==> src/sv/rpbc_pkg.sv <==
package rpbc_pkg;

    // Fixed field widths
    localparam int CoordW   = 32;
    localparam int DistW    = 31;
    localparam int GroupW   = 6;
    localparam int DiffW    = CoordW + 1;
    localparam int ProdW    = CoordW + DiffW;
    localparam int FracW    = 16;
    localparam int CfgIdxW  = 3;
    localparam int MaxGroups = 64;
    localparam int NumAxes  = 3;

    // Configuration register indexes
    localparam logic [CfgIdxW-1:0] REG_BOX_MIN_X = 3'd0;
    localparam logic [CfgIdxW-1:0] REG_BOX_MIN_Y = 3'd1;
    localparam logic [CfgIdxW-1:0] REG_BOX_MIN_Z = 3'd2;
    localparam logic [CfgIdxW-1:0] REG_BOX_MAX_X = 3'd3;
    localparam logic [CfgIdxW-1:0] REG_BOX_MAX_Y = 3'd4;
    localparam logic [CfgIdxW-1:0] REG_BOX_MAX_Z = 3'd5;

    // Ray request
    typedef struct packed {
        logic signed [CoordW-1:0] origin_x;
        logic signed [CoordW-1:0] origin_y;
        logic signed [CoordW-1:0] origin_z;
        logic signed [CoordW-1:0] inv_dir_x;
        logic signed [CoordW-1:0] inv_dir_y;
        logic signed [CoordW-1:0] inv_dir_z;
        logic [DistW-1:0]         max_distance;
        logic [GroupW-1:0]        group_index;
        logic                     is_last;
    } t_in_req;

    // Packet result
    typedef struct packed {
        logic              any_hit;
        logic [GroupW-1:0] first_hit_group;
        logic [GroupW-1:0] last_hit_group;
    } t_out_req;

    // Box corners, index 0..2 = x, y, z
    typedef struct packed {
        logic [NumAxes-1:0][CoordW-1:0] lo;
        logic [NumAxes-1:0][CoordW-1:0] hi;
    } t_box;

    // Per-ray data that travels beside the slab pipeline
    typedef struct packed {
        logic [DistW-1:0]  reach;
        logic [GroupW-1:0] group;
        logic              last;
    } t_side;

    // Round Q33.32 product to Q16.16 (half up, floor) and saturate
    function automatic logic signed [CoordW-1:0] round_sat(input logic signed [ProdW-1:0] p);
        logic signed [ProdW-1:0]       q;
        logic [ProdW-FracW-1:0]        r;
        logic [ProdW-FracW-CoordW:0]   top;
        q   = p + ProdW'(1 << (FracW - 1));
        r   = q[ProdW-1:FracW];
        top = r[ProdW-FracW-1:CoordW-1];
        if ((top == '0) || (top == '1)) begin
            round_sat = r[CoordW-1:0];
        end else if (r[ProdW-FracW-1]) begin
            round_sat = {1'b1, {(CoordW-1){1'b0}}};
        end else begin
            round_sat = {1'b0, {(CoordW-1){1'b1}}};
        end
    endfunction

endpackage

==> src/sv/rpbc_accum.sv <==
// Packet bookkeeping and result register
module rpbc_accum (
    input  logic                  i_clk,
    input  logic                  i_rst_n,
    input  logic                  i_en,
    input  logic                  i_valid,
    input  logic                  i_hit,
    input  rpbc_pkg::t_side       i_side,
    output logic                  o_valid,
    output rpbc_pkg::t_out_req    o_out
);

    logic                        r_started, n_started;
    logic                        r_hit_seen, n_hit_seen;
    logic [rpbc_pkg::GroupW-1:0] r_first, n_first;
    logic [rpbc_pkg::GroupW-1:0] r_low, n_low;
    logic [rpbc_pkg::GroupW-1:0] r_high, n_high;
    logic                        r_out_valid, n_out_valid;
    rpbc_pkg::t_out_req          r_out, n_out;
    logic                        w_hs;

    // Next packet state for the ray leaving the slab pipeline
    always_comb begin
        n_started   = r_started;
        n_hit_seen  = r_hit_seen;
        n_first     = r_first;
        n_low       = r_low;
        n_high      = r_high;
        n_out_valid = 1'b0;
        n_out       = r_out;
        w_hs        = r_started && r_hit_seen;
        if (i_valid) begin
            if (!r_started) begin
                n_first = i_side.group;
            end
            if (i_hit) begin
                n_low  = (!w_hs || (i_side.group < r_low))  ? i_side.group : r_low;
                n_high = (!w_hs || (i_side.group > r_high)) ? i_side.group : r_high;
            end
            n_hit_seen = w_hs || i_hit;
            n_started  = 1'b1;
            if (i_side.last) begin
                n_out_valid           = 1'b1;
                n_out.any_hit         = n_hit_seen;
                n_out.first_hit_group = n_hit_seen ? n_low : n_first;
                n_out.last_hit_group  = n_hit_seen ? n_high : i_side.group;
                n_started             = 1'b0;
                n_hit_seen            = 1'b0;
            end
        end
    end

    always_ff @(posedge i_clk) begin
        if (!i_rst_n) begin
            r_started   <= 1'b0;
            r_hit_seen  <= 1'b0;
            r_first     <= '0;
            r_low       <= '0;
            r_high      <= '0;
            r_out_valid <= 1'b0;
        end else if (i_en) begin
            r_started   <= n_started;
            r_hit_seen  <= n_hit_seen;
            r_first     <= n_first;
            r_low       <= n_low;
            r_high      <= n_high;
            r_out_valid <= n_out_valid;
        end
    end

    always_ff @(posedge i_clk) begin
        if (i_en) begin
            r_out <= n_out;
        end
    end

    assign o_valid = r_out_valid;
    assign o_out   = r_out;

endmodule

==> config.mk <==
export PLATFORM = sky130hd
export DESIGN_NAME = rpbc_accum
export DESIGN_NICKNAME = d
export VERILOG_FILES = /design/src/sv/rpbc_pkg.sv /design/src/sv/rpbc_accum.sv
export SDC_FILE = /design/constraint.sdc
export NUM_CORES = 1
export LEC_CHECK = 0
export ABC_AREA = 1
export BUFFER_PORTS_ARGS = -buffer_cell sky130_fd_sc_hd__buf_4
export CORE_ASPECT_RATIO = 1.4
export CORE_UTILIZATION = 47
export DETAILED_ROUTE_END_ITERATION = 8
export MAX_ROUTING_LAYER = met4
export PLACE_DENSITY = 0.78
export SYNTH_ARGS = -nofsm -noshare
export SYNTH_HDL_FRONTEND = slang
export SYNTH_SLANG_ARGS = --single-unit
==> constraint.sdc <==
create_clock -name i_clk -period 1.7 [get_ports i_clk]
set_input_delay 0.34 -clock i_clk [delete_from_list [all_inputs] [get_ports i_clk]]
set_output_delay 0.34 -clock i_clk [all_outputs]
set_load 0.03 [all_outputs]
# Yosys cells after proc, flatten, opt, wreduce, memory -nomap -nowiden
# Cells that the tools add are included.
[totals]
in_bits = 43
out_inout_bits = 14
elab_cells = 29
ff_bits = 34
[classes]
n_lt_le_gt_ge = 2
mux = 11
reduce_logical = 7
[op_table]
columns = ["op", "n"]
rows = [
  ["$mux 6", 7],
  ["$gt 6x6->1", 1],
  ["$lt 6x6->1", 1],
  ["$mux 1", 4],
  ["$logic_or 1x1->1", 3],
  ["$reduce_and 3->1", 1],
  ["$reduce_and 2->1", 1],
  ["$logic_and 1x1->1", 1],
  ["$logic_not 1->1", 1],
]

# Longest topological paths before layout
# Gate-level depths: netlist of run 1.
[logic_depth]
ltp_word = 6
ltp_mapped = 15
depth_no_buf = 14

# Least setup slack after synthesis of run 1
# OpenSTA, ideal clock, no wires.
[synth_timing]
kind = "reg2reg"
from = "register r_high[5] (netlist bit)"
to = "register r_out, in the netlist o_out[4] (data pin)"
required_time_ns = 1.446
synth_period_minus_slack_ns = 1.691
path_stages_with_launch = 13
t_arrival_ns = 1.437
path_slack_ns = 0.009
path_cell_list = "dfxtp_1 -> inv_1 -> ha_1 -> nand2_2 -> nor2_4 -> nand3_1 -> nand2_2 -> nand2_4 -> nand2_4 -> buf_12 -> nand2_2 -> nand3_1 -> o21ai_2"
[synth_between]
elab_chain_cells = 5
[synth_rtl]
columns = ["item", "line_no", "rtl"]
rows = [
  ["from (decl)", "rpbc_accum.sv:17", "logic [rpbc_pkg::GroupW-1:0] r_high, n_high;"],
  ["from (signal assigned)", "rpbc_accum.sv:66", "r_high <= n_high;"],
  ["$gt 6x6->1", "rpbc_accum.sv:38", "n_high = (!w_hs || (i_side.group > r_high)) ? i_side.group : r_high;"],
  ["$logic_or 1x1->1", "rpbc_accum.sv:38", ""],
  ["$mux 6", "rpbc_accum.sv:38", ""],
  ["$mux 6", "rpbc_accum.sv:36", "if (i_hit) begin"],
  ["$mux 6", "rpbc_accum.sv:46", "n_out.last_hit_group = n_hit_seen ? n_high : i_side.group;"],
  ["to (signal assigned)", "rpbc_accum.sv:73", "r_out <= n_out;"],
  ["to (decl)", "rpbc_accum.sv:19", "rpbc_pkg::t_out_req r_out, n_out;"],
]
# No other way between the ends.
# A chain may end at the register's enable or synchronous reset.

# Worst setup path after layout of run 1
[layout_timing]
from = "register r_high[5] (netlist bit)"
to = "register r_high[2] (netlist bit)"
[layout_between]
elab_chain_cells = 4
[layout_rtl]
columns = ["item", "line_no"]
rows = [
  ["$gt 6x6->1", "rpbc_accum.sv:38"],
  ["$logic_or 1x1->1", "rpbc_accum.sv:38"],
  ["$mux 6", "rpbc_accum.sv:38"],
  ["$mux 6", "rpbc_accum.sv:36"],
]
# No other way between the ends.

==> results.md, run 1 <==
- Die area: 4550 um2
- Initial antenna violation count: 0
- CTS Root Cell: clkbuf_8
- Power per cell area: 819 nW/um2
- Peak VDD IR: between 0.4 and 0.5 mV
- CP Buf/Inv Count: 4
- Slew HR: 66.0%
- Area delta synth->final: 46.8%
- DR iter-0 viols: 104
- Worst slew pin tran: 510 ps
- # DRC: 0
- Internal reg-to-reg setup slack: -140 ps
- Register bit count reported by yosys: 34
- Final min period: about 1800 ps
- Pleak: ~1.4 nW
- Worst endpoint data arrival time: roughly 2000 ps
- CTS tree: yes
- Post-place instance area: 2410 um2
- Net Count, Synth: around 320
- Synthesis Warnings: 0
- Chip height: 79.4 um
- Share of post-route cells with drive strength above 1: between 40% and 50%
- Final Cycle Share: 108%
- First-pass GRT wire length: 9.48 mm
- Number of cell rows: 27
- Worst-path cell chain: inv_2, ha_4, nand2_4, nor2_4, nand3_2, nand2_4, nand2_8, buf_4, buf_4, nand3_1, nand3_2, nand2_1, inv_1
- DR pass1 iterations: 6
- Yosys top cell by area: dfxtp_1
- Critical path class: reg -> reg
- Total Routed Length: about 6.1 mm
- Fmax: 544 MHz
- Dpl hpwl: around 3.4 mm
- Reg-to-reg startpoint: r_high[5]
- Post-Route Utilization: 73.5%
- Crit path largest cell delay: approximately 340 ps
- Total grt overflow: 0
- Setup TNS Final: -1250 ps
- Synth top area cells: dfxtp_1 (21%), edfxtp_1 (19%), nand2_1 (10%)
- Reg-to-Reg End: r_high[2]
- Vias in the first global route: 1998
- Core area: 4020 um2
- CP Depth: 13
- Number of diodes: 0
- DR WL/cell: 16.6 um
- Syn Std Cell Area: 2010 um2
- Kind of cell adding the most delay to the critical path: simple AND/OR/NAND/NOR gates
- Post-synthesis cell type count: 22
- Routed Antenna Nets: 0
- Slowest CP cell: dfxtp_2
- Synth Area per Inst: 7.65 um2
- Gr usage total: 29.1%
- Worst R2R Path Depth: 13
- Final design area excluding fillers: 2960 um2
- Largest net degree at the start of global routing: 27
- Failing checks: setup timing
- TritonCTS Buffers: 5
- Crit path required time: 1900 ps
- Sequential area share after synthesis: 40.3%
- IO buf count: 25
- Syn Inst Count: about 260
- Sink Count: 34
- Hold Fails Final Rpt: 0
- Outcome: complete, but fails checks
- IO Pins: 57
- Final worst-path setup slack: -137 ps
- Crit path capture: r_high[2]
- Top-area cell type share of the netlist area: 20.9%
- Crit path capture type: flip-flop
- Tot Pwr: 2.42 mW
- RSZ-0062 raised after global routing: true
- Worst-skew pair later-pin latency: 300 ps
- Final Max Tran Viols: 0
- Total Nets Final: 377
- Starting Density: 50.1%
- Clk buf depth: 2
- Vias/cell: around 5.6
- CP startpoint kind: flip-flop
- Hold crit path type: in -> reg
- CP startpoint: r_high[5]
- Clk_skew: roughly 7.2 ps
- Setup violators final: 17
- Clock slew at reported path FFs: roughly 70 ps
- Final Wtd Congestion: 0.837
- Vias: 2052
- Die Wd: 57.3 um
- Hold_buf cts: 0
- Max_cap viols: 0
- CP max FO: 5
- H-tree Lvls: 2
cell type report:
type	count	area [um2]
Multi-Input combinational cell	176	1260
Sequential cell	34	823
Inverter	43	164
Clock buffer	5	68.8
Clock inverter	3	68.8
Timing Repair Buffer	63	512
Fill cell	261	1060
Tap cell	43	53.8
kinds of logic after synthesis:
group | share of synthesized area, %
buffers and inverters | 12.2
and+or+nand+nor | 28.0
AOI/OAI and AO/OA | 12.6
DFF | 40.3
adders and majority gates | 6.84
routing by layer:
| metal | GRT usage, % | wire, um | up-vias | part of all wire [%] |
|---|---|---|---|---|
| met4 | 17.6 | 291 | 0 | 4.8 |
| met3 | 6.00 | 363 | 23 | 6.0 |
| met5 | - | 0 | - | 0 |
| li1 | - | - | 980 | - |
| met1 | 29.1 | 2310 | 959 | 38 |
| met2 | 51.3 | 3130 | 90 | 51 |
layout by cell type, fill, tap and decap left out, types with 2 or more instances in the layout:
cell / instances
nand3_1: 17
nand2_8: 3
ha_4: 8
nand3_2: 20
o21ai_1: 4
nand2_1: 45
nand2_4: 8
o21ai_0: 17
dfxtp_2: 10
a21oi_2: 2
buf_6: 7
a21oi_1: 20
clkbuf_8: 5
bufinv_16: 2
edfxtp_1: 13
inv_1: 32
inv_2: 10
nand2_2: 17
o21ai_2: 4
dfxtp_1: 11
ha_1: 3
nor2_1: 4
buf_4: 55
registers in the layout (all words and copies together) (netlist names):
| signal | flops |
|---|---|
| r_first | 6 |
| r_low | 6 |
| r_hit_seen | 1 |
| r_started | 1 |
| r_high | 6 |
| o_valid | 1 |
| o_out | 13 |
power breakdown:
| part | leakage [nW] | total, mW | switching (mW) | internal (mW) |
|---|---|---|---|---|
| Sequential | 0.297 | 0.924 | 0.0248 | 0.899 |
| Combinational | 1.04 | 0.580 | 0.335 | 0.245 |
| Clock | 0.0683 | 0.916 | 0.329 | 0.588 |
| Total | 1.40 | 2.42 | 0.688 | 1.73 |
worst register-to-register path, delay by kind of cell (launching register included):
| family | cells | cell delay [ps] |
|---|---|---|
| simple gates | 8 | 760 |
| buf+inv | 4 | 370 |
| fa+ha+maj | 1 | 280 |
| flops | 1 | 340 |
per-stage QoR:
| step | instances | setup slack, ps | hold slack, ps |
|---|---|---|---|
| after floorplan | 263 | 8.72 | 476 |
| after global placement | 350 | -182 | 457 |
| after detailed placement | 350 | -216 | 461 |
| after CTS | 365 | -13.7 | 307 |
| after global routing | 367 | -182 | 307 |
| final | 367 | -137 | 302 |
how the worst min path moves through the flow:
| stage | start | endpoint | depth (start not counted) |
|---|---|---|---|
| 2_1_floorplan | r_hit_seen | r_hit_seen | 2 |
| 3_3_place_gp | o_valid | o_valid | 2 |
| 3_5_place_dp | o_valid | o_valid | 2 |
| 4_1_cts | i_en | o_valid | 4 |
| 5_1_grt | i_en | o_valid | 4 |
| 6_report | i_en | o_valid | 4 |
cell usage after synthesis:
cell type / number
inv_2: 3
clkbuf_1: 3
buf_12: 1
a21oi_1: 22
ha_1: 11
edfxtp_1: 13
buf_6: 3
o21ai_1: 6
nor2_1: 4
buf_2: 4
dfxtp_1: 21
o21ai_2: 1
nor2_4: 1
nand3_1: 33
nand2_2: 15
a211oi_1: 1
o21ai_0: 18
nand2_4: 2
nand2_1: 55
nand3_2: 5
a21o_1: 1
inv_1: 40
what timing repair did:
action	in CTS	in global routing
gates resized for setup	55	23
pin swaps	24	13
setup buffers	6	2
cloned	1	0
setup endpoints to repair	21	24
Note: power is estimated with default switching activity, not from simulation.
==> inputs of run 2 (changes only) <==
Settings changed: PLACE_DENSITY 0.78 to 0.76.
==> run 2 against run 1 <==
Compared with the run above: the flow finishes with violations (DRC, setup timing); sequential share of layout area up 1.1 points; worst setup slack better by 75 ps; hold slack better by 2.9 ps; wire length down 11%; total power down 2.1%; design area down 4.2%; die area unchanged; core utilization down 3.1 points; clock power up 0.8%; final cell count down 0.82%; critical path type unchanged.
==> results.md, run 2 (synthesis results as in run 1) <==
- Outcome: complete, but fails checks (unchanged)
- Failing checks: DRC, setup timing (was setup timing)
- Fmax: 567 MHz (was 544 MHz)
- Post-Route Utilization: 70.4% (was 73.5%)
- H-tree Lvls: 2 (unchanged)
- Peak VDD IR: 0.663 mV (was 0.482 mV)
- Part of the power in combinational logic: 22.2% (was 24.0%)
- Share of post-route cells with drive strength above 1: 44.2% (was 48.1%)
- HP Start: i_en (unchanged)
- Final Cycle Share: 104% (was 108%)
- Final Wtd Congestion: 0.855 (was 0.837)
- Max FFs per register: 13 (unchanged)
- Slew HR: 68.6% (was 66.0%)
- CP startpoint kind: flip-flop (unchanged)
- Largest net degree at the start of global routing: 27 (unchanged)
- Crit path largest cell delay: 340 ps (about the same)
- Hold_buf cts: 0 (unchanged)
- Max_cap viols: 0 (unchanged)
- Fillers: 302 (was 261)
- Power per cell area: 837 nW/um2 (was 819 nW/um2)
- Hold Fails Final Rpt: 0 (unchanged)
- Reg-to-Reg End: o_out[5] (was r_high[2])
- Clk_skew: 7.00 ps (was 7.22 ps)
- Reg-to-reg startpoint: r_high[4] (was r_high[5])
- Total grt overflow: 0 (unchanged)
- Worst-skew pair later-pin latency: 300 ps (about the same)
- CP max FO: 8 (was 5)
- DR pass1 iterations: 6 (unchanged)
- Worst-path cell chain: inv_2, ha_4, nand2_4, nor2_4, nand2_2, nand3_2, nand2_4, nand2_8, buf_6, nand3_2, nand3_1, o21ai_1 (was inv_2, ha_4, nand2_4, nor2_4, nand3_2, nand2_4, nand2_8, buf_4, buf_4, nand3_1, nand3_2, nand2_1, inv_1)
- Commonest non-fill, non-tap cell in the layout: buf_4 (unchanged)
- Crit path capture type: flip-flop (unchanged)
- IO buf count: 25 (unchanged)
- Final min period: 1760 ps (was 1840 ps)
- Chip height: 79.4 um (unchanged)
- Hold crit path type: in -> reg (unchanged)
- DR WL/cell: 14.9 um (was 16.6 um)
- Worst R2R Path Depth: 12 (was 13)
- Hold slack: 305 ps (was 302 ps)
- Reg power frac: 38.8% (was 38.2%)
- Internal reg-to-reg setup slack: -60 ps (was -140 ps)
- CTS tree: yes (unchanged)
- Clk buf depth: 2 (unchanged)
- Initial antenna violation count: 0 (unchanged)
- Final Non-Filler Cells: 364 (was 367)
- # DRC: 7 (was 0)
- Setup TNS Final: -249 ps (was -1250 ps)
- DR iter-0 viols: 111 (was 104)
- Placement Setup Slack: -194 ps (was -216 ps)
- Placed Instances: 349 (was 350)
- Crit path required time: 1750 ps (was 1900 ps)
- Sw Pwr: 0.662 mW (was 0.688 mW)
- Die Wd: 57.3 um (unchanged)
- CTS Root Cell: clkbuf_8 (unchanged)
- TritonCTS Buffers: 5 (unchanged)
- Clock slew at reported path FFs: 80 ps (was 70 ps)
- Routed Antenna Nets: 0 (unchanged)
- Vias: 1986 (was 2052)
- Total Routed Length: 5.42 mm (was 6.09 mm)
- Critical path class: reg -> reg (unchanged)
- Final worst-path setup slack: -62.2 ps (was -137 ps)
- Most frequent cells in the layout: buf_4 (55), nand2_1 (46), inv_1 (32) (was buf_4 (55), nand2_1 (45), inv_1 (32))
- Vias in the first global route: 1853 (was 1998)
- Starting Density: 50.1% (unchanged)
- Sink Count: 34 (unchanged)
- Worst endpoint data arrival time: 1810 ps (was 2030 ps)
- Pleak: 1.35 nW (was 1.40 nW)
- Hold Crit Endpoint: o_valid (unchanged)
- Worst slew pin tran: 471 ps (was 510 ps)
- RSZ-0062 raised after global routing: true (unchanged)
- Sw Share: 27.9% (was 28.4%)
- Area delta synth->final: 40.6% (was 46.8%)
- Core area: 4020 um2 (unchanged)
- Power Internal: 1.71 mW (was 1.73 mW)
- Clock network power share: 39.0% (was 37.9%)
- Register area: 821 um2 (was 823 um2)
- Slowest CP cell: dfxtp_2 (unchanged)
- Die area: 4550 um2 (unchanged)
- Dpl hpwl: 3.30 mm (was 3.40 mm)
- Number of diodes: 0 (unchanged)
- IO Pins: 57 (unchanged)
- Worst hold stages: 4 (unchanged)
- Setup violators final: 9 (was 17)
- Number of cell rows: 27 (unchanged)
- First-pass GRT wire length: 8.38 mm (was 9.48 mm)
- Gr usage total: 24.9% (was 29.1%)
- Final Max Tran Viols: 0 (unchanged)
- Multi-input gate area: 1190 um2 (was 1260 um2)
- Total Nets Final: 374 (was 377)
- Vias/cell: 5.46 (was 5.59)
## run 2: cell types whose count changed in the layout (fill, tap and decap cells not counted), moves of 2 or more
cell,change
o21ai_2,-2
dfxtp_2,-2
buf_6,-2
nand2_4,-2
nand2_2,+2
nand3_2,-3
dfxtp_1,+2
o21ai_1,+3
nand3_1,+4
## run 2: area by class of cell
| class | count | area share (%) |
|---|---|---|
| flip-flops and latches | 34 | 29.0 |
| inverters | 43 | 5.70 |
| repair buffers | 60 | 16.6 |
| well taps | 43 | 1.90 |
| clock inverters | 3 | 2.43 |
| multi-input cells | 176 | 42.0 |
| clock buffers | 5 | 2.43 |
## run 2: what timing repair did
item	in CTS	in global routing
hold endpoints to repair	0	0
gates cloned	1	0
setup endpoints to repair	19	24
pin swaps	14	12
setup buffers	6	0
resized for setup	36	24
## run 2: layer usage
metal,routed length [um],up-vias,share of wire (%),GRT usage [%]
met5,0,-,0,-
met4,195,0,3.6,12.7
met3,317,20,5.9,5.19
met2,2860,83,53,41.6
met1,2040,909,38,27.9
li1,-,974,-,-
## run 2: worst max-delay path, delay by kind of cell, from the launching register on
| family | cells | cell delay (ps) |
|---|---|---|
| adder cells (fa/ha/maj) | 1 | 260 |
| AND/OR/NAND/NOR | 8 | 670 |
| AO/OA/AOI/OAI | 1 | 70 |
| buffers and inverters | 2 | 160 |
| flip-flops | 1 | 340 |
## run 2: stage by stage
| stage | total power, mW | instance area [um2] |
|---|---|---|
| floorplan | 1.21 | 2010 |
| detailed placement | 1.35 | 2390 |
| global placement | 1.34 | 2390 |
| finish | 2.37 | 2830 |
| global route | 2.46 | 2830 |
| CTS | 2.32 | 2740 |
## run 2: power by group through the flow
stage / sequential [mW] / clock [mW] / combinational [mW]
finish: 0.921 / 0.923 / 0.526
global route: 0.925 / 0.959 / 0.577
CTS: 0.917 / 0.925 / 0.480
detailed placement: 0.932 / 0 / 0.417
global placement: 0.930 / 0 / 0.408
floorplan: 0.953 / 0 / 0.257
## run 2: worst max-delay path by stage
| stage | start | end | slack, ps | cells past startpoint |
|---|---|---|---|---|
| CTS | r_low[5] | o_out[7] | -20 | 12 |
| floorplan | r_high[5] | o_out[4] | 9 | 12 |
| detailed placement | i_side[6] | o_out[10] | -190 | 11 |
| global route | r_high[5] | o_out[5] | -160 | 12 |
| finish | r_high[4] | o_out[5] | -60 | 12 |
| global placement | i_side[6] | o_out[4] | -150 | 10 |
==> inputs of run 3 (changes only) <==
==> constraint.sdc (replaced) <==
create_clock -name i_clk -period 1.7 [get_ports i_clk]
set_input_delay 0.17 -clock i_clk [delete_from_list [all_inputs] [get_ports i_clk]]
set_output_delay 0.17 -clock i_clk [all_outputs]
set_load 0.03 [all_outputs]
==> run 3 against run 2 <==
Compared with the run above: total power shrank 14%; worst setup slack gained 12 ps; clock power shrank 38%; critical endpoint is now o_out[3]; final cell count shrank 0.82%; combinational power grew 4.6%; clock skew grew 7.5 ps; critical path depth is the same; the run still ends with DRC, setup timing left; non-clock buffer count shrank 3; critical path type unchanged; fmax grew 0.66%; die area is the same; register-to-register slack is essentially flat; first-iteration DRC count shrank 21%.
==> results.md, run 3 (synthesis results as in run 1) <==
- Outcome: complete, but fails checks (unchanged)
- Failing checks: DRC, setup timing (unchanged)
- Number of cell rows: 27 (unchanged)
- Die Wd: 57.3 um (unchanged)
- Slew HR: 69.0% (was 68.6%)
- Die area: 4550 um2 (unchanged)
- Crit path required time: 1720 ps (was 1750 ps)
- Final min period: 1750 ps (was 1760 ps)
- Setup violators final: 10 (was 9)
- Largest net degree at the start of global routing: 27 (unchanged)
- Commonest non-fill, non-tap cell in the layout: buf_4 (unchanged)
- Core area: 4020 um2 (unchanged)
- RSZ-0062 raised after global routing: true (unchanged)
- Clk buf depth: 2 (unchanged)
- Final Max Tran Viols: 0 (unchanged)
- Hold Fails Final Rpt: 0 (unchanged)
- Worst-path cell chain: inv_2, ha_4, nand2_4, nor2_4, nand2_2, nand3_2, nand2_4, nand2_8, buf_6, nand3_2, nand3_1, o21ai_1 (unchanged)
- Chip height: 79.4 um (unchanged)
- Power per cell area: 718 nW/um2 (was 837 nW/um2)
- Area delta synth->final: 41.3% (was 40.6%)
- Worst slew pin tran: 464 ps (was 471 ps)
- TritonCTS Buffers: 5 (unchanged)
- Most frequent cells in the layout: buf_4 (48), nand2_1 (42), inv_1 (30) (was buf_4 (55), nand2_1 (46), inv_1 (32))
- Setup TNS Final: -301 ps (was -249 ps)
- Max FFs per register: 13 (unchanged)
- Pleak: 1.33 nW (was 1.35 nW)
- Hold crit path type: in -> reg (unchanged)
- Slowest CP cell: dfxtp_2 (unchanged)
- First-pass GRT wire length: 7.80 mm (was 8.38 mm)
- Sink Count: 34 (unchanged)
- Vias/cell: 5.37 (was 5.46)
- CP max FO: 6 (was 8)
- Number of diodes: 0 (unchanged)
- Dpl hpwl: 3.23 mm (was 3.30 mm)
- Total grt overflow: 0 (unchanged)
- Initial antenna violation count: 0 (unchanged)
- DR iter-0 viols: 88 (was 111)
- Crit path largest cell delay: 340 ps (about the same)
- H-tree Lvls: 2 (unchanged)
- IO Pins: 57 (unchanged)
- Fmax: 571 MHz (was 567 MHz)
- Clk_skew: 14.5 ps (was 7.00 ps)
- Share of post-route cells with drive strength above 1: 47.2% (was 44.2%)
- Critical path class: reg -> reg (unchanged)
- Total Routed Length: 5.17 mm (was 5.42 mm)
- # DRC: 4 (was 7)
- CTS Root Cell: clkbuf_8 (unchanged)
- Max_cap viols: 0 (unchanged)
- Kind of cell adding the most delay to the critical path: simple AND/OR/NAND/NOR gates (unchanged)
- CTS tree: yes (unchanged)
- CP Buf/Inv Count: 2 (unchanged)
- Final worst-path setup slack: -50.6 ps (was -62.2 ps)
- IO buf count: 25 (unchanged)
- Vias: 1940 (was 1986)
- Worst endpoint data arrival time: 1770 ps (was 1810 ps)
- Starting Density: 50.1% (unchanged)
- Gr usage total: 22.8% (was 24.9%)
- Internal reg-to-reg setup slack: -50 ps (was -60 ps)
- Crit path capture type: flip-flop (unchanged)
- Final Wtd Congestion: 0.822 (was 0.855)
- Post-Route Utilization: 70.7% (was 70.4%)
- Final Cycle Share: 103% (was 104%)
- Hold slack: 137 ps (was 305 ps)
- Total Nets Final: 371 (was 374)
- CP startpoint kind: flip-flop (unchanged)
- DR pass1 iterations: 9 (was 6)
- Peak VDD IR: 0.460 mV (was 0.663 mV)
- Worst-skew pair later-pin latency: 290 ps (was 300 ps)
- Vias in the first global route: 1752 (was 1853)
- DR WL/cell: 14.3 um (was 14.9 um)
- Routed Antenna Nets: 0 (unchanged)
- Clock slew at reported path FFs: 80 ps (about the same)
## run 3: per-layer routing
layer | track usage, % | routed length (um) | share of wire, % | vias up
met5 | - | 0 | 0 | -
met4 | 6.83 | 104 | 2.0 | 0
met3 | 4.38 | 262 | 5.1 | 11
met2 | 41.4 | 2780 | 54 | 72
met1 | 25.0 | 2020 | 39 | 891
li1 | - | - | - | 966
## run 3: through the flow
| step | cells | setup slack [ps] | instance area [um2] | total power, mW |
|---|---|---|---|---|
| 2_1_floorplan | 263 | 8.72 | 2010 | 1.21 |
| 3_3_place_gp | 346 | -45.3 | 2380 | 1.34 |
| 3_5_place_dp | 346 | -73.9 | 2380 | 1.35 |
| 4_1_cts | 359 | -12.6 | 2670 | 1.98 |
| 5_1_grt | 361 | -150 | 2840 | 2.14 |
| 6_report | 361 | -50.6 | 2840 | 2.04 |
## run 3: repair_timing
item | in CTS | in global routing
setup buffers | 4 | 2
pin swaps | 15 | 9
gates resized for setup | 40 | 41
endpoints found under the setup margin | 16 | 24
hold buffers | 0 | 0
cloned | 1 | 0
## run 3: power breakdown
part,switching (mW),internal [mW],leakage (nW),total (mW)
registers,0.0207,0.899,0.297,0.920
clock network,0.292,0.281,0.0426,0.573
logic,0.314,0.236,0.994,0.550
total,0.626,1.42,1.33,2.04
## run 3: worst paths after layout
kind,depth (start not counted),startpoint,to
setup reg to reg,12,r_high[3],o_out[3]
hold / removal,4,i_en,o_valid
hold reg to reg,2,o_valid,o_valid
setup / recovery,12,r_high[3],o_out[3]
## run 3: layout make-up
type | instances | area (um2)
clock buffer | 6 | 72.6
clock inverter | 2 | 8.76
fill | 295 | 1180
inverter | 43 | 161
multi-input combinational | 176 | 1250
sequential | 34 | 823
tap | 43 | 53.8
timing repair buffer | 57 | 470
## run 3: worst register-to-register path: cells and delay by family, from the launching register on
kind	cells	cell delay [ps]
compound gates	1	80
fa+ha+maj	1	270
buf+inv	2	180
flops	1	340
simple gates	8	620
